<file path="config.mk">
export PLATFORM = sky130hd
export DESIGN_NAME = tspi_fifo
export DESIGN_NICKNAME = d
export VERILOG_FILES = /design/src/design/tspi_pkg.sv /design/src/design/tspi_fifo.sv
export SDC_FILE = /design/constraint.sdc
export NUM_CORES = 1
export LEC_CHECK = 0
export ABC_AREA = 1
export BUFFER_PORTS_ARGS = -buffer_cell sky130_fd_sc_hd__buf_4
export CORE_MARGIN = 2
export CORE_UTILIZATION = 35
export DETAILED_ROUTE_END_ITERATION = 8
export PLACE_DENSITY_LB_ADDON = 0.2
export SLEW_MARGIN = 15
export SYNTH_ARGS = -nofsm -noshare
export SYNTH_HDL_FRONTEND = slang
export SYNTH_SLANG_ARGS = --single-unit
</file>
<file path="constraint.sdc">
create_clock -name i_clk -period 8.8 [get_ports i_clk]
set_input_delay 2.64 -clock i_clk [delete_from_list [all_inputs] [get_ports i_clk]]
set_output_delay 2.64 -clock i_clk [all_outputs]
set_load 0.02 [all_outputs]
</file>
<file path="src/design/tspi_pkg.sv">
`timescale 1ns / 1ps
package tspi_pkg;

    localparam int HistDepth = 20;
    localparam int SlotCount = 16;
    localparam int FifoDepth = 2;
    localparam int MemDepth  = SlotCount * HistDepth;

    localparam logic [1:0] OP_STORE  = 2'd0;
    localparam logic [1:0] OP_QUERY  = 2'd1;
    localparam logic [1:0] OP_REMOVE = 2'd2;
    localparam logic [1:0] OP_SPARE  = 2'd3;

    localparam logic [1:0] KIND_NOP   = 2'd0;
    localparam logic [1:0] KIND_STORE = 2'd1;
    localparam logic [1:0] KIND_QUERY = 2'd2;

    typedef struct packed {
        logic [1:0]  kind;
        logic [3:0]  slot;
        logic [8:0]  addr;
        logic [4:0]  head;
        logic [4:0]  count;
        logic [23:0] x;
        logic [23:0] y;
        logic [31:0] tstamp;
    } t_cmd;

    typedef struct packed {
        logic [23:0] x;
        logic [23:0] y;
        logic [31:0] tstamp;
    } t_sample;

    function automatic logic [8:0] phys(logic [3:0] slot, logic [4:0] head, logic [4:0] k);
        logic [5:0] s;
        logic [8:0] base;
        s = {1'b0, head} + {1'b0, k};
        if (s >= 6'(HistDepth)) begin
            s = s - 6'(HistDepth);
        end
        base = 9'(slot) * 9'(HistDepth);
        return base + 9'(s);
    endfunction

endpackage

</file>
<file path="src/design/tspi_fifo.sv">
`timescale 1ns / 1ps
module tspi_fifo (
    input  logic              i_clk,
    input  logic              i_rst_n,
    input  logic              i_push,
    input  tspi_pkg::t_cmd    i_data,
    input  logic              i_pop,
    output tspi_pkg::t_cmd    o_data,
    output logic              o_full,
    output logic              o_empty
);

    tspi_pkg::t_cmd r_mem [tspi_pkg::FifoDepth];
    logic [$clog2(tspi_pkg::FifoDepth)-1:0] r_wp;
    logic [$clog2(tspi_pkg::FifoDepth)-1:0] r_rp;
    logic [$clog2(tspi_pkg::FifoDepth):0]   r_cnt;

    assign o_data  = r_mem[r_rp];
    assign o_full  = (r_cnt == ($clog2(tspi_pkg::FifoDepth)+1)'(tspi_pkg::FifoDepth));
    assign o_empty = (r_cnt == '0);

    always_ff @(posedge i_clk) begin
        if (i_push) begin
            r_mem[r_wp] <= i_data;
        end
    end

    always_ff @(posedge i_clk) begin
        if (!i_rst_n) begin
            r_wp  <= '0;
            r_rp  <= '0;
            r_cnt <= '0;
        end else begin
            if (i_push) begin
                r_wp <= r_wp + 1'b1;
            end
            if (i_pop) begin
                r_rp <= r_rp + 1'b1;
            end
            if (i_push && !i_pop) begin
                r_cnt <= r_cnt + 1'b1;
            end else if (i_pop && !i_push) begin
                r_cnt <= r_cnt - 1'b1;
            end
        end
    end

endmodule

</file>
* Yosys cells after proc, flatten, opt, wreduce, memory -nomap -nowiden
Memories as Yosys holds them, arrays and structs flattened. A register that Yosys moved wholly into a read port is not among the register bits. Cells that the tools add are included.
Operators by class: $add $sub $neg 4, equality and inequality tests 1, muxes and demuxes 6, reductions and logical operators 6
Operators by type and width (count):
- 1-bit two-way mux | 4
- 2-bit two-way mux | 2
- 1-bit adder (second input constant) | 2
- 2-bit by 1-bit adder with 2-bit output (second input constant) | 1
- 2-bit == test (second input constant) | 1
- 1-bit logical AND | 2
- 1-bit logical NOT | 2
- 2-bit logical NOT | 1
- 2-bit nonzero test | 1
- 2-bit by 1-bit subtractor with 2-bit output (second input constant) | 1
Word-level totals: flip-flop bits (word level) 4, bits in writable memories 210, input bits 109, output and inout port bits 107, word-level logic and storage cells 21, memories kept 1
Memories:
- r_mem | words 2, width 105, read ports 1, clocked after memory_dff 1, write ports 1, RTL line tspi_fifo.sv:13 | tspi_pkg::t_cmd r_mem [tspi_pkg::FifoDepth];

* Longest topological paths before layout
word-level depth 4, mapped depth 8, depth with buffers taken out 8

* Worst setup path after synthesis
No wires, ideal clock.
kind input to register, start point input i_push, end point memory r_mem[0][0] (netlist name), enable pin, data arrival time 7074 ps, required time 8227 ps, slack 1153 ps, stages on the path 2, buffers on the path 0, cells stage by stage inv_1 nor2_1
On the way: cells in the longest elaborated chain, start to end 2
Ends and longest elaborated chain:
- from (decl) | RTL line tspi_fifo.sv:5 | input logic i_push,
- 1-bit two-way mux | RTL line tspi_fifo.sv:23 | if (i_push) begin
- 1-bit two-way mux (not written as such) | RTL line tspi_fifo.sv:24 | r_mem[r_wp] <= i_data;
- to (decl) | RTL line tspi_fifo.sv:13
Every way passes these cells.

==> impl_metrics.yaml <==
placed_design:
  finalWeightedCongestion: 0.699
  dpl_cell_area_mm2: 0.00991
  dpl.cell_count: 853
  place_hpwl_um: 9790
  portBuffers: 215
  post-place-ws_ps: 3720
synth:
  synth_top_area_cell: "edfxtp_1"
  syn_inst: 362
  synth_seq_cells: 215
  postSynthAreaPerCell_um2: 22.3
  synthTopCellsByArea: "edfxtp_1, mux2_4, mux2_2, buf_12, dfxtp_1"
  syn-num-nets: 472
  ys.warnings.count: 0
  syn_area_mm2: 0.00806
  synth.distinct_cells: 16
  ys_seq_area_frac: 0.795
  synth_top_area_share: 0.783
clock_tree:
  root_buffer: "clkbuf_16"
  cts-buffers-inserted: 24
  numClockSinks: 215
  htree_levels: 1
  clock_latency_ps: 510
  clkSlewWorstSetupHoldPaths_ps: 60
  ctsResizeCount: 0
  cts_tree: "built"
  cts_hold_buf: 0
  cts_buffer_depth: 3
  post_cts_buffers: 0
route:
  top_layer: "met4"
  drc: 0
  met3WireLength_um: 1280
  vias_per_cell: 4.54
  ant_nets: 0
  routed_wl_um: 15500
  via_count: 4050
  met2WireLength_um: 7390
  drt_iter0_markers: 160
  m1WireLength_um: 6320
  dr.pass1.iters: 4
  routedWlPerCell_um: 17.3
die:
  die_area_mm2: 0.0242
  start_util: 0.356
  io_pins: 216
  rows: 55
  die_h_um: 156
  design.core.area_mm2: 0.0226
  die_w_um: 156
job:
  max_cap_viol_count: 0
finish:
  layout-drive-gt1-share: 0.584
  fillerInstances: 1970
  ff_latch_area_mm2: 0.00641
  multi_input_area_mm2: 0.00148
  syn_to_final_growth_pct: 31.9
  layout.nets: 704
  num_antenna_cells: 0
  final_core_util: 0.469
  finalNonFillerCells: 893
  stdcell_area_mm2: 0.0106
setup_path:
  criticalPathCategory: "flop to output pin"
  critPathMaxFanout: 54
  worstPathRequired_ps: 6160
  worst_setup_path_start_kind: "flop"
  endpoint_kind: "output pin"
  arrival_ps: 2880
power_and_ir_drop:
  p_comb_frac: 0.118
  netSwitchingFraction: 0.220
  pwr-share-clk: 0.379
  p_seq_frac: 0.503
  vdd_drop_max_mv: 0.128
  p_int_mw: 1.87
  switchingPower_mw: 0.528
  p_per_area_mw_per_mm2: 226
  leakagePower_nw: 4.09
  power.total_mw: 2.40
status:
  status: "complete, no violations"
sta:
  maxSlewViolCount: 0
  fin_ws_ps: 3280
  rsz0062_at_grt: "no"
  slew_headroom: 0.340
  tightest_slew_ps: 990
  fin_worst_skew_ps: 5.66
  setup_tns_ps: 0
  final.min_clock_period_ps: 5520
  finalHoldViolations: 0
  fin_crit_sh: 0.627
  finalSetupViolCount: 0
  holdWs_ps: 504
  fmax_ghz: 0.181
global_route:
  grt_pass1_vias: 4371
  antenna_found_initial: 0
  grt_usage: 0.123
  grt_pass1_wl_um: 23000
  grt_max_degree: 82
  overflow: 0
hold_path:
  worstHoldPathType: "flop to flop"
## path summary, 6_finish.rpt
check	slack [ps]	cells after the start	startpoint	to
worst max-delay path	3280	3	flop	o_data[1]
worst min-delay path	500	2	r_rp	r_rp
worst max register to register	6620	3	r_wp	r_mem[1][76]
worst min register to register	500	2	r_rp	r_rp
## cells in the final DEF, fill, tap and decap left out, drive strengths merged
| cell type | synthesis | layout |
|---|---|---|
| buf | 12 | 218 |
| edfxtp | 210 | 210 |
| mux2 | 105 | 105 |
| clkbuf | 0 | 33 |
| nor2 | 9 | 9 |
| nand2 | 8 | 8 |
| inv | 8 | 8 |
| clkinv | 0 | 6 |
| dfxtp | 5 | 5 |
| o21ai | 1 | 1 |
| a21oi | 1 | 1 |
| nand3 | 1 | 1 |
| nand4 | 1 | 1 |
| ha | 1 | 1 |
| bufinv | 0 | 1 |
## area by class of cell
cell class,instances,share of cell area
Sequential cell,215,0.603
Timing Repair Buffer,218,0.154
Multi-Input combinational cell,127,0.139
Clock buffer,33,0.0617
Tap cell,285,0.0336
Clock inverter,7,0.00530
Inverter,8,0.00306
## critical path, stage by stage, from the launching register on
cell,delay [ps]
dfxtp_4,980
buf_4,750
mux2_2,430
buf_4,160
## Yosys cell counts
cell type	count
edfxtp_1	210
mux2_2	55
mux2_4	50
nor2_1	9
inv_1	8
nand2_1	8
buf_12	5
buf_2	5
dfxtp_1	5
a21oi_1	1
buf_6	1
buf_8	1
ha_1	1
nand3_1	1
nand4_1	1
o21ai_0	1
## cells by family after synthesis
family,after synthesis,synth area share
AND/OR/NAND/NOR,19,0.00932
adder cells (fa/ha/maj),1,0.00155
multiplexers,105,0.170
flip-flops,215,0.795
buffers and inverters,20,0.0225
AO/OA/AOI/OAI,2,0.00124
## registers in the layout (all words and copies together), names as in the netlist, named ones only
name and count:
r_mem 210, r_cnt 2, r_rp 1, r_wp 1
## layer usage
metal  vias up  global-route usage
met5         -                   0
met4         0              0.0411
met3        39              0.0428
met2       167               0.210
met1      1966               0.147
li1       1878                   -
## power groups by stage
| stage | Combinational (mW) | Clock [mW] | Sequential [mW] |
|---|---|---|---|
| finish | 0.284 | 0.910 | 1.21 |
| global route | 0.303 | 0.981 | 1.21 |
| CTS | 0.289 | 0.944 | 1.21 |
| detailed placement | 0.288 | 0 | 1.23 |
| global placement | 0.284 | 0 | 1.23 |
| floorplan | 0.171 | 0 | 1.22 |
Power figures use the tool's default switching activity.
