<file path="config.mk">
export PLATFORM = sky130hd
export DESIGN_NAME = tspi_front
export DESIGN_NICKNAME = d
export VERILOG_FILES = /design/src/design/tspi_pkg.sv /design/src/design/tspi_front.sv
export SDC_FILE = /design/constraint.sdc
export NUM_CORES = 1
export LEC_CHECK = 0
export BUFFER_PORTS_ARGS = -buffer_cell sky130_fd_sc_hd__buf_2
export CORE_MARGIN = 1.5
export CORE_UTILIZATION = 40
export CTS_BUF_LIST = sky130_fd_sc_hd__clkbuf_8 sky130_fd_sc_hd__clkbuf_16
export DETAILED_ROUTE_END_ITERATION = 10
export PLACE_DENSITY = 0.59
export SYNTH_ARGS = -nofsm -noshare
export SYNTH_HDL_FRONTEND = slang
export SYNTH_SLANG_ARGS = --single-unit
</file>
<file path="constraint.sdc">
create_clock -name i_clk -period 6.71 [get_ports i_clk]
set_input_delay 0.3355 -clock i_clk [delete_from_list [all_inputs] [get_ports i_clk]]
set_output_delay 0.3355 -clock i_clk [all_outputs]
set_load 0.05 [all_outputs]
</file>
<file path="src/design/tspi_pkg.sv">
`timescale 1ns / 1ps
package tspi_pkg;

    localparam int HistDepth = 20;
    localparam int SlotCount = 16;
    localparam int FifoDepth = 2;
    localparam int MemDepth  = SlotCount * HistDepth;

    localparam logic [1:0] OP_STORE  = 2'd0;
    localparam logic [1:0] OP_QUERY  = 2'd1;
    localparam logic [1:0] OP_REMOVE = 2'd2;
    localparam logic [1:0] OP_SPARE  = 2'd3;

    localparam logic [1:0] KIND_NOP   = 2'd0;
    localparam logic [1:0] KIND_STORE = 2'd1;
    localparam logic [1:0] KIND_QUERY = 2'd2;

    typedef struct packed {
        logic [1:0]  kind;
        logic [3:0]  slot;
        logic [8:0]  addr;
        logic [4:0]  head;
        logic [4:0]  count;
        logic [23:0] x;
        logic [23:0] y;
        logic [31:0] tstamp;
    } t_cmd;

    typedef struct packed {
        logic [23:0] x;
        logic [23:0] y;
        logic [31:0] tstamp;
    } t_sample;

    function automatic logic [8:0] phys(logic [3:0] slot, logic [4:0] head, logic [4:0] k);
        logic [5:0] s;
        logic [8:0] base;
        s = {1'b0, head} + {1'b0, k};
        if (s >= 6'(HistDepth)) begin
            s = s - 6'(HistDepth);
        end
        base = 9'(slot) * 9'(HistDepth);
        return base + 9'(s);
    endfunction

endpackage

</file>
<file path="src/design/tspi_front.sv">
`timescale 1ns / 1ps
module tspi_front (
    input  logic              i_clk,
    input  logic              i_rst_n,
    input  logic              i_cfg_we,
    input  logic [15:0]       i_cfg_wdata,
    input  logic              i_valid,
    output logic              o_ready,
    input  logic [1:0]        i_op,
    input  logic [3:0]        i_slot,
    input  logic [23:0]       i_x,
    input  logic [23:0]       i_y,
    input  logic [31:0]       i_now,
    input  logic              i_full,
    output logic              o_push,
    output tspi_pkg::t_cmd    o_cmd
);

    logic [4:0]  r_head [tspi_pkg::SlotCount];
    logic [4:0]  r_count [tspi_pkg::SlotCount];
    logic [15:0] r_delay;
    logic [4:0]  w_head;
    logic [4:0]  w_count;
    logic        w_full_ring;

    assign w_head      = r_head[i_slot];
    assign w_count     = r_count[i_slot];
    assign w_full_ring = (w_count >= 5'(tspi_pkg::HistDepth));
    assign o_ready     = !i_full;
    assign o_push      = i_valid && !i_full;

    always_comb begin
        o_cmd        = '0;
        o_cmd.kind   = tspi_pkg::KIND_NOP;
        o_cmd.slot   = i_slot;
        o_cmd.head   = w_head;
        o_cmd.count  = w_count;
        o_cmd.x      = i_x;
        o_cmd.y      = i_y;
        o_cmd.tstamp = i_now;
        o_cmd.addr   = tspi_pkg::phys(i_slot, w_head, w_full_ring ? 5'd0 : w_count);
        case (i_op)
            tspi_pkg::OP_STORE: begin
                o_cmd.kind = tspi_pkg::KIND_STORE;
            end
            tspi_pkg::OP_QUERY: begin
                o_cmd.tstamp = i_now - {16'd0, r_delay};
                if (i_now >= {16'd0, r_delay} && w_count >= 5'd2) begin
                    o_cmd.kind = tspi_pkg::KIND_QUERY;
                end
            end
            default: begin
                o_cmd.kind = tspi_pkg::KIND_NOP;
            end
        endcase
    end

    always_ff @(posedge i_clk) begin
        if (!i_rst_n) begin
            r_delay <= 16'd100;
            for (int i = 0; i < tspi_pkg::SlotCount; i++) begin
                r_head[i]  <= '0;
                r_count[i] <= '0;
            end
        end else begin
            if (i_cfg_we) begin
                r_delay <= i_cfg_wdata;
            end
            if (o_push) begin
                case (i_op)
                    tspi_pkg::OP_STORE: begin
                        if (!w_full_ring) begin
                            r_count[i_slot] <= w_count + 5'd1;
                        end else if (w_head == 5'(tspi_pkg::HistDepth - 1)) begin
                            r_head[i_slot] <= '0;
                        end else begin
                            r_head[i_slot] <= w_head + 5'd1;
                        end
                    end
                    tspi_pkg::OP_REMOVE: begin
                        r_head[i_slot]  <= '0;
                        r_count[i_slot] <= '0;
                    end
                    default: begin
                    end
                endcase
            end
        end
    end

endmodule

</file>
# Word level (Yosys, flattened, before mapping)
# Memories as Yosys holds them, arrays and structs flattened.
# Index checks and enable logic that the tools add are counted.
[classes]
muxes = 36
shifts = 0
div = 0
n_lt_le_gt_ge = 4
eq_ne = 3
mul = 1
bitwise = 3
addsub = 6
reduce_logical = 6
[ops]
columns = ["operator", "n"]
rows = [
  ["32-bit by 16-bit >= comparator with 1-bit output", 1],
  ["32-bit two-way mux", 1],
  ["32-bit by 16-bit subtractor with 32-bit output", 1],
  ["5-bit two-way mux", 6],
  ["1-bit two-way mux", 24],
  ["5-bit by 1-bit adder with 5-bit output, second input constant", 2],
  ["5-bit OR reduction", 2],
  ["9-bit by 6-bit adder with 9-bit output", 1],
  ["4-bit two-way mux", 2],
  ["4-bit by 3-bit multiplier with 7-bit output, second input constant", 1],
  ["5-bit by 5-bit adder with 6-bit output", 1],
  ["6-bit by 5-bit >= comparator with 1-bit output, second input constant", 1],
  ["6-bit two-way mux", 1],
  ["6-bit by 5-bit subtractor with 6-bit output, second input constant", 1],
  ["5-bit equality test, second input constant", 1],
  ["5-bit by 2-bit >= comparator with 1-bit output, second input constant", 1],
  ["5-bit >= comparator, second input constant", 1],
  ["2-bit case mux with 2 select lines", 1],
  ["1-bit OR", 3],
  ["2-bit by 1-bit equality test with 1-bit output, second input constant", 1],
  ["2-bit equality test, second input constant", 1],
  ["1-bit logical AND", 2],
  ["2-bit zero test", 1],
  ["2-bit two-way mux", 1],
  ["1-bit zero test", 1],
]
[word_totals]
mem_count = 2
mem_bits_ro = 0
ff_bits = 16
latchBits = 0
ram_bits = 160
inputBits = 107
[mem_list]
columns = ["memory", "words", "width", "read_ports", "rd_clocked_by_memory_dff", "wr", "line", "text"]
rows = [
  ["r_count", 16, 5, 1, 0, 16, "tspi_front.sv:20", "logic [4:0] r_count [tspi_pkg::SlotCount];"],
  ["r_head", 16, 5, 1, 0, 16, "tspi_front.sv:19", "logic [4:0] r_head [tspi_pkg::SlotCount];"],
]

# Depth between registers and ports, before layout
# Gate-level depths: netlist (run 1).
# An unclocked memory read counts as a cell.
[logic_depth]
word_depth = 12
depth_mapped = 28

# Worst setup path before layout (run 1)
# No wires, ideal clock.
[synth_timing]
path_type = "input-to-output"
start = "input port i_slot[0]"
end = "output port o_cmd[98] in the netlist's numbering"
setup_slack_ps = 749
path_buffers = 5
t_arrival_ps = 5626
required_ps = 6374
cell_stages = 25
cell_sequence = "buf_6 > buf_12 > buf_12 > buf_6 > buf_4 > mux4_2 > a22oi_1 > nand2_1 > inv_1 > a21oi_1 > ha_1 > inv_1 > fa_1 > xor2_1 > inv_1 > ha_1 > nand3b_1 > nand2_1 > nand2_1 > nand2_1 > o21ai_0 > fa_1 > a21o_1 > a21oi_1 > o31ai_1"
[synth_lines]
columns = ["element", "line", "text"]
rows = [
  ["start: declaration", "tspi_front.sv:10", "input logic [3:0] i_slot,"],
  ["end: declaration", "tspi_front.sv:16", "output tspi_pkg::t_cmd o_cmd"],
]

==> results of run 1 <==
==> through the flow <==
step                      area, um2  setup WS, ns  hold WS [ns]  util [%]  total power, uW
final                         11810        0.3791        0.1215     44.07             3026
after global routing          11810       0.03257        0.1296     44.07             3135
after CTS                     11810        0.3507        0.1077     44.07             3042
after detailed placement      11240        0.3627        0.4960     41.95             2083
after global placement        11240        0.5512        0.4880     41.95             2076
after floorplan               10860        0.7489        0.4593         -             1947
==> state kept, by name (all words and copies together), names as in the netlist <==
name,count
r_delay,16
r_head,80
r_count,80
==> cells in the final DEF (no fill, tap or decap), types with 4 or more instances in the layout <==
cell type	instances
a22oi_1	11
fa_1	4
ha_1	34
inv_1	32
or2_2	6
or3_1	10
a21oi_1	30
xor2_1	20
xnor2_1	24
nor2b_1	21
mux2i_1	14
inv_6	4
dfxtp_1	16
nand2_1	74
nand2b_1	8
mux4_1	15
buf_4	21
nand3_1	15
edfxtp_1	160
o21ai_0	57
nor3_2	45
nor2_1	118
clkbuf_16	17
o211ai_1	5
buf_2	117
nand2_2	7
a21o_1	17
nor4_1	5
nor3_1	18
mux4_2	27
inv_8	5
==> layer usage <==
layer / part of all wire [%] / routed length, um
met4: 1.6 / 449
met5: 0.031 / 9
met3: 7.7 / 2242
met1: 43 / 12440
met2: 48 / 13800
==> logic make-up (layout without fill, tap and decap cells) <==
| kind of cell | Yosys count | count (layout) | share of synthesized area, % |
|---|---|---|---|
| and+or+nand+nor | 356 | 356 | 17.92 |
| DFF | 176 | 176 | 47.21 |
| buffers and inverters | 147 | 203 | 8.345 |
| AOI/OAI and AO/OA | 140 | 140 | 7.792 |
| muxes | 56 | 56 | 10.52 |
| xor gates and xnor gates | 44 | 44 | 3.550 |
| adders and majority gates | 38 | 38 | 4.657 |
==> power by group <==
| part | internal (uW) | switching (uW) | total, uW |
|---|---|---|---|
| clock network | 494 | 474 | 967 |
| logic | 229 | 585 | 815 |
| registers | 1230 | 12.8 | 1240 |
| total | 1950 | 1070 | 3030 |
==> worst paths after layout <==
check	to	cells past startpoint
worst min register to register	r_delay[6]	2
worst max register to register	r_count[11][3]	8
worst min-delay path	r_delay[5]	3
worst max-delay path	o_cmd[97]	24
==> cell usage after synthesis (6+ instances only) <==
cell	instances
nand3_1	15
nor2b_1	21
or2_2	6
buf_2	13
nand2b_1	8
inv_1	32
nor2_1	118
clkbuf_1	29
edfxtp_1	160
mux2i_1	14
nand2_2	7
a21oi_1	30
xnor2_1	24
nor3_2	45
buf_4	58
ha_1	34
xor2_1	20
nand2_1	74
a21o_1	17
nor3_1	18
or3_1	10
mux4_2	27
dfxtp_1	16
buf_6	8
mux4_1	15
a22oi_1	11
o21ai_0	57
==> worst max-delay path, stage by stage <==
cell	delay, ns
buf_2	0.53
mux4_1	0.63
a22oi_1	0.35
nand2_2	0.14
or2_1	0.34
a21oi_1	0.18
ha_1	0.18
inv_1	0.05
fa_1	0.40
xor2_1	0.39
inv_1	0.10
ha_1	0.23
nand3b_1	0.09
nand2_1	0.05
nand2_1	0.08
nand2_1	0.09
o21ai_0	0.37
ha_1	0.31
a21o_1	0.16
a21oi_1	0.24
nor2b_1	0.07
o21ai_0	0.19
xnor2_1	0.17
buf_2	0.30
==> cell type report <==
cell class | count | area share [%]
Clock inverter | 15 | 1.208
Tap cell | 341 | 3.612
Clock buffer | 17 | 3.602
Sequential cell | 176 | 43.39
Timing Repair Buffer | 138 | 6.292
Multi-Input combinational cell | 634 | 40.85
Inverter | 33 | 1.049
==> flow_summary.toml, run 1 <==
[run_status]
status = "finished clean"

[logic_synthesis]
async_flop_share_pct = 0
postSynthCellCount = 957
avgSynthCellArea_um2 = 11.34
ys_seq_area_share_pct = 47.21
syn_nets = 1102
ys_types = 63
synthTopCellsByArea = "edfxtp_1, mux4_2, nor3_2"
synth_seq_cells = 176
synth-edff-count = 160
syn_area_um2 = 10860
synth_largest_area_cell = "edfxtp_1"
yosys_warnings = 0
synth_top_area_share_pct = 44.26
synth_flop_cell = "edfxtp_1"

[critical_path]
cp_max_fo = 20
start_kind = "input pin"
crit_type = "input pin to output pin"
worst_ep_required_time_ns = 6.37
arrival_ns = 6.00
crit_path_start = "i_slot[0]"
ff2ff_setup_slack_ns = 2.84
end_kind = "output pin"
reg2reg_from = "r_count[12][3]"

[clock_network]
cts_made_buffers = 17
cts.reportedPaths.clkPinSlew_ns = 0.07
ctsHoldBuffers = 0
clockBufferDepth = 2
clock-sinks = 176
clock_latency_ns = 0.44
htreeDepth = 4
cts_root_buffer = "clkbuf_16"
cts-resized-gates = 0
postCtsSetupBuffers = 0
cts_tree = "built"

[detailed_routing]
drc = 0
routed_wirelength_mm = 28.94
antenna_left = 0
drt_iter0_drc = 852
wire_per_inst_um = 21.37
viasPerCell = 5.576
first_pass_iters = 5
vias = 7550

[sta]
fin_crit_ns = 6.331
slew_headroom_pct = 21.46
finalSetupViolCount = 0
timing.final.hold_violations = 0
rsz0062_at_grt = "false"
fmax_ghz = 0.1580
slew_violations = 0
clock_skew_ns = 0.02071
worst_pin_slew_ns = 1.166
fin_crit_sh_pct = 94.35
final.setup.tns_ns = 0

[placed_design]
hpwl_mm = 20.98
port_buffers = 117
routabilityCongestion = 0.8907
dp.cells = 1322

[floorplanning]
die_area_um2 = 28140
rows = 60
die_h_um = 167.7
io_pins = 214
fp.coreArea_um2 = 26800
initial_utilization_pct = 40.50
die-width_um = 167.7

[finish]
final_cell_count_no_fill = 1354
fin_nets = 1145
seq_area_um2 = 5125
fillCellCount = 2491
n_antenna_cell = 0
area_growth_syn_to_layout_pct = 8.806
drive_gt1_share_pct = 26.16
multiInputGateArea_um2 = 4825

[min_path]
hold_class = "input pin to flip-flop"
hp-start = "i_cfg_wdata[5]"

[grt]
grt_busiest_layer = "met2"
grt_max_degree = 51
use_met1_pct = 27.65
antenna_found_initial = 1
first_global_vias = 7147
met3_usage_pct = 4.396
grt_overflow = 0
met2_usage_pct = 34.60
grtUsageTotal_pct = 20.90
grt_first_pass_wirelength_mm = 43.74

[power_and_ir_drop]
p_leak_uw = 0.004392
ir_drop_mv = 0.1843
powerDensity_nw_per_um2 = 256.2

[run]
max_cap_viol_count = 0
No activity file was read; power rests on OpenSTA's default activity.
==> inputs of run 2 (changes only) <==
- PLACE_DENSITY: 0.59 -> 0.69
==> flow_summary.toml, run 2 (synthesis gave the netlist of run 1 again) <==
[floorplanning]
die_area_um2 = 28140
rows = 60
fp.coreArea_um2 = 26800
die_h_um = 167.7
initial_utilization_pct = 40.50
die-width_um = 167.7
io_pins = 214

[finish]
utilization_pct = 43.91
top_regs = "r_count x80, r_head x80, r_delay x16"
fillCellCount = 2451
final_common_cell = "edfxtp_1"
area_growth_syn_to_layout_pct = 8.402
mostFrequentLayoutCells = "edfxtp_1, nor2_1, buf_2"
design_area_um2 = 11770
drive_gt1_share_pct = 25.47
fin_nets = 1137

[min_path]
hold_path_depth = 3
hold_class = "input pin to flip-flop"
hp-start = "i_cfg_wdata[6]"
whs_endpoint = "r_delay[6]"

[critical_path]
reg2reg_from = "r_count[14][2]"
arrival_ns = 5.89
end_kind = "output pin"
worst-r2r-cell-count = 7
cp_max_fo = 17
worst_ep_required_time_ns = 6.37
ff2ff_setup_slack_ns = 2.82
rr_endpoint = "r_head[4][0]"
start_kind = "input pin"
crit_type = "input pin to output pin"

[grt]
grt_max_degree = 51
grtUsageTotal_pct = 19.02
antenna_found_initial = 1
first_global_vias = 7148
grt_first_pass_wirelength_mm = 40.88
grt_overflow = 0

[sta]
finalSetupViolCount = 0
rsz0062_at_grt = "false"
slew_headroom_pct = 25.50
clock_skew_ns = 0.01579
timing.final.hold_violations = 0
fmax_ghz = 0.1606
fin_crit_ns = 6.227
fin_crit_sh_pct = 92.80
slew_violations = 0
worst_pin_slew_ns = 1.117
final.setup.tns_ns = 0

[placed_design]
port_buffers = 117
hpwl_mm = 19.21
routabilityCongestion = 0.9384
placed_area_um2 = 11200

[detailed_routing]
routed_wirelength_mm = 26.65
wire_per_inst_um = 19.78
antenna_left = 0
viasPerCell = 5.618
drc = 0
drt_iter0_drc = 884
vias = 7567
first_pass_iters = 5

[clock_network]
clock_latency_ns = 0.44
cts_root_buffer = "clkbuf_16"
clockBufferDepth = 2
clock-sinks = 176
postCtsSetupBuffers = 0
cts_made_buffers = 17
ctsHoldBuffers = 0
cts_tree = "built"
cts-resized-gates = 0
htreeDepth = 4
cts.reportedPaths.clkPinSlew_ns = 0.07

[run]
max_cap_viol_count = 0

[power_and_ir_drop]
p_leak_uw = 0.004354
powerDensity_nw_per_um2 = 255.8
ir_drop_mv = 0.2024

[run_status]
status = "finished clean"
run 2: cell count changes in the layout (fill, tap and decap cells not counted), moves of 4 or more:
cell / delta
buf_4: -9
clkinv_2: +4
clkinvlp_4: +4
inv_8: -5
run 2: worst max path at each step:
stage / slack (ns) / cells past startpoint / startpoint / endpoint
global route: 0.08 / 24 / i_slot[0] / o_cmd[98]
finish: 0.48 / 24 / i_slot[0] / o_cmd[98]
global placement: 0.64 / 24 / i_slot[0] / o_cmd[98]
detailed placement: 0.47 / 24 / i_slot[0] / o_cmd[98]
floorplan: 0.75 / 25 / i_slot[0] / o_cmd[98]
CTS: 0.45 / 24 / i_slot[0] / o_cmd[98]
run 2: layout make-up:
cell class                 instances  area [um2]  share of cell area (%)
timing repair buffer             130       695.7                   5.912
sequential                       176        5125                   43.55
tap                              341       426.7                   3.626
clock buffer                      17       425.4                   3.615
inverter                          33       123.9                   1.053
antenna                            1       2.502                 0.02127
multi-input combinational        634        4825                   41.00
clock inverter                    15       143.9                   1.223
run 2: per-stage QoR:
| stage | hold slack [ns] | worst slack, ns | total power (uW) | std cells |
|---|---|---|---|---|
| after floorplan | 0.4593 | 0.7489 | 1947 | 957 |
| after global placement | 0.4943 | 0.6373 | 2048 | 1314 |
| after detailed placement | 0.5054 | 0.4711 | 2057 | 1314 |
| after CTS | 0.1115 | 0.4495 | 3010 | 1346 |
| after global routing | 0.1433 | 0.07621 | 3108 | 1346 |
| final | 0.1259 | 0.4832 | 3010 | 1347 |
run 2: where the power goes:
| group | switching [uW] | internal [uW] |
|---|---|---|
| Combinational | 564 | 228 |
| Sequential | 12.3 | 1230 |
| Clock | 428 | 545 |
| Total | 1010 | 2000 |
run 2: routing by layer:
metal	vias up	track usage [%]	part of all wire [%]
met5	-	0	0
met4	0	7.129	2.5
met3	51	3.876	7.6
met2	341	31.58	48
met1	3678	24.58	42
li1	3497	-	-
run 2: worst max-delay path: stages:
cell	delay, ns
buf_2	0.46
mux4_1	0.62
a22oi_1	0.32
nand2_2	0.15
or2_1	0.37
a21oi_1	0.22
ha_1	0.19
inv_1	0.05
fa_1	0.40
xor2_1	0.38
inv_1	0.08
ha_1	0.20
nand3b_1	0.07
nand2_1	0.05
nand2_1	0.08
nand2_1	0.09
xnor2_1	0.16
ha_1	0.22
fa_1	0.41
a21o_1	0.17
a21oi_1	0.26
o21ai_0	0.12
o31ai_1	0.11
buf_2	0.34
==> inputs of run 3 (changes only) <==
- ABC_AREA: default -> 1
==> flow_summary.toml, run 3 <==
[logic_synthesis]
synth_top_area_share_pct = 43.21
yosys_warnings = 0
ys_types = 41
synth-edff-count = 160
synthTopCellsByArea = "edfxtp_1, nand2_1, nor2_1"
synth_common_cells = "nand2_1, edfxtp_1, nor2_1, inv_1, buf_4"
synth_seq_cells = 176
synth_flop_cell = "edfxtp_1"
postSynthCellCount = 1311
ys_seq_area_share_pct = 46.09
syn_area_um2 = 11120
avgSynthCellArea_um2 = 8.482
syn_nets = 1456
synth.most_common_cell = "nand2_1"
synth_largest_area_cell = "edfxtp_1"
async_flop_share_pct = 0

[critical_path]
crit_type = "input pin to output pin"
end_kind = "output pin"
arrival_ns = 5.37
worst_ep_required_time_ns = 6.37
slowest_stage = "nor2_4"
critical_path.top_delay_family = "buffers and inverters"
max_stage_delay_ns = 0.48
crit_path_frequent_cell = "inv_1"
cp_max_fo = 43
start_kind = "input pin"
worst-path-buf-inv = 8

[sta]
finalSetupViolCount = 0
worst_pin_slew_ns = 1.122
fin_crit_sh_pct = 84.96
fin_crit_ns = 5.701
slew_violations = 0
final.setup.tns_ns = 0
timing.final.hold_violations = 0
rsz0062_at_grt = "false"
clock_skew_ns = 0.01565
fmax_ghz = 0.1754
slew_headroom_pct = 24.48
setup_ws_ns = 1.009

[power_and_ir_drop]
ir_drop_mv = 0.1322
powerDensity_nw_per_um2 = 250.7
p_leak_uw = 0.005207
total_power_uw = 3023

[floorplanning]
fp.coreArea_um2 = 27100
io_pins = 214
initial_utilization_pct = 41.03
die-width_um = 169.7
rows = 60
die_h_um = 169.7
die_area_um2 = 28810

[detailed_routing]
first_pass_iters = 7
routed_wirelength_mm = 28.69
vias = 9087
drt_iter0_drc = 768
viasPerCell = 5.240
drc = 0
antenna_left = 0
wire_per_inst_um = 16.54

[grt]
first_global_vias = 8708
grt_max_degree = 57
grt_first_pass_wirelength_mm = 46.00
grt_overflow = 0
grtUsageTotal_pct = 20.76
antenna_found_initial = 0

[run_status]
status = "finished clean"

[placed_design]
hpwl_mm = 20.50
routabilityCongestion = 0.9377
place_ws_ns = 1.078
placed_area_um2 = 11450
port_buffers = 117

[clock_network]
cts.reportedPaths.clkPinSlew_ns = 0.07
ctsHoldBuffers = 0
cts-resized-gates = 0
postCtsSetupBuffers = 0
cts_made_buffers = 17
clock-sinks = 176
clockBufferDepth = 2
cts_tree = "built"
clock_latency_ns = 0.45
cts_root_buffer = "clkbuf_16"
htreeDepth = 4

[min_path]
hold_class = "input pin to flip-flop"

[finish]
top_regs = "r_count x80, r_head x80, r_delay x16"
final_common_cell = "nand2_1"
utilization_pct = 44.49
design_area_um2 = 12060
fin_nets = 1494
drive_gt1_share_pct = 16.74
mostFrequentLayoutCells = "nand2_1, edfxtp_1, nor2_1"
n_antenna_cell = 0
area_growth_syn_to_layout_pct = 8.439

[run]
max_cap_viol_count = 0
## run 3: cell count changes after synthesis, sizes merged, moves of 10 or more
cell / previous run / this run
a21o: 17 / 4
clkbuf: 29 / 14
inv: 33 / 83
mux2i: 14 / 0
mux4: 42 / 0
nand2: 83 / 455
nand3: 17 / 28
nand4: 4 / 22
nor2: 118 / 158
nor2b: 21 / 0
nor3: 63 / 86
o21ai: 57 / 47
or3: 11 / 0
## run 3: routing by layer
layer / global-route usage [%] / share of wire, % / vias up
met5: 0 / 0 / -
met4: 7.426 / 2.3 / 0
met3: 4.478 / 9.4 / 53
met2: 34.53 / 47 / 477
met1: 26.59 / 42 / 4172
li1: - / - / 4385
## run 3: cells by family after synthesis
group | count (synthesis) | synth area share [%]
AO/OA/AOI/OAI | 113 | 5.694
XOR/XNOR | 37 | 3.083
adder cells (fa/ha/maj) | 38 | 4.546
buffers and inverters | 188 | 9.790
flip-flops | 176 | 46.09
AND/OR/NAND/NOR | 759 | 30.80
## run 3: path summary, 6_finish.rpt
path,cells after the start,start,to,slack (ns)
worst max-delay path,27,i_slot[0],o_cmd[97],1.01
worst min register to register,2,r_delay[12],r_delay[12],0.47
worst min-delay path,3,i_cfg_wdata[2],r_delay[2],0.11
worst max register to register,12,r_head[15][0],r_head[7][3],3.25
## run 3: power breakdown
part           total (uW)  internal, uW  switching (uW)
Clock                1010           507             499
Sequential           1250          1230            14.6
Combinational         770           187             583
## run 3: cell type report
| class | count | area, um2 |
|---|---|---|
| fill | 2640 | 15040 |
| inverter | 84 | 320.3 |
| sequential | 176 | 5125 |
| timing repair buffer | 123 | 630.6 |
| multi-input combinational | 947 | 4906 |
| clock inverter | 15 | 185.2 |
| clock buffer | 17 | 425.4 |
| tap | 372 | 465.4 |
## run 3: metrics by stage
| stage | hold WS [ns] | cells |
|---|---|---|
| floorplan | 0.4339 | 1311 |
| global placement | 0.4451 | 1702 |
| detailed placement | 0.4566 | 1702 |
| CTS | 0.1065 | 1734 |
| global route | 0.1365 | 1734 |
| finish | 0.1117 | 1734 |
## run 3: worst min-delay path, cell delays in order
cell and delay (ns):
buf_2 0.08, a21oi_1 0.05, o21ai_0 0.06
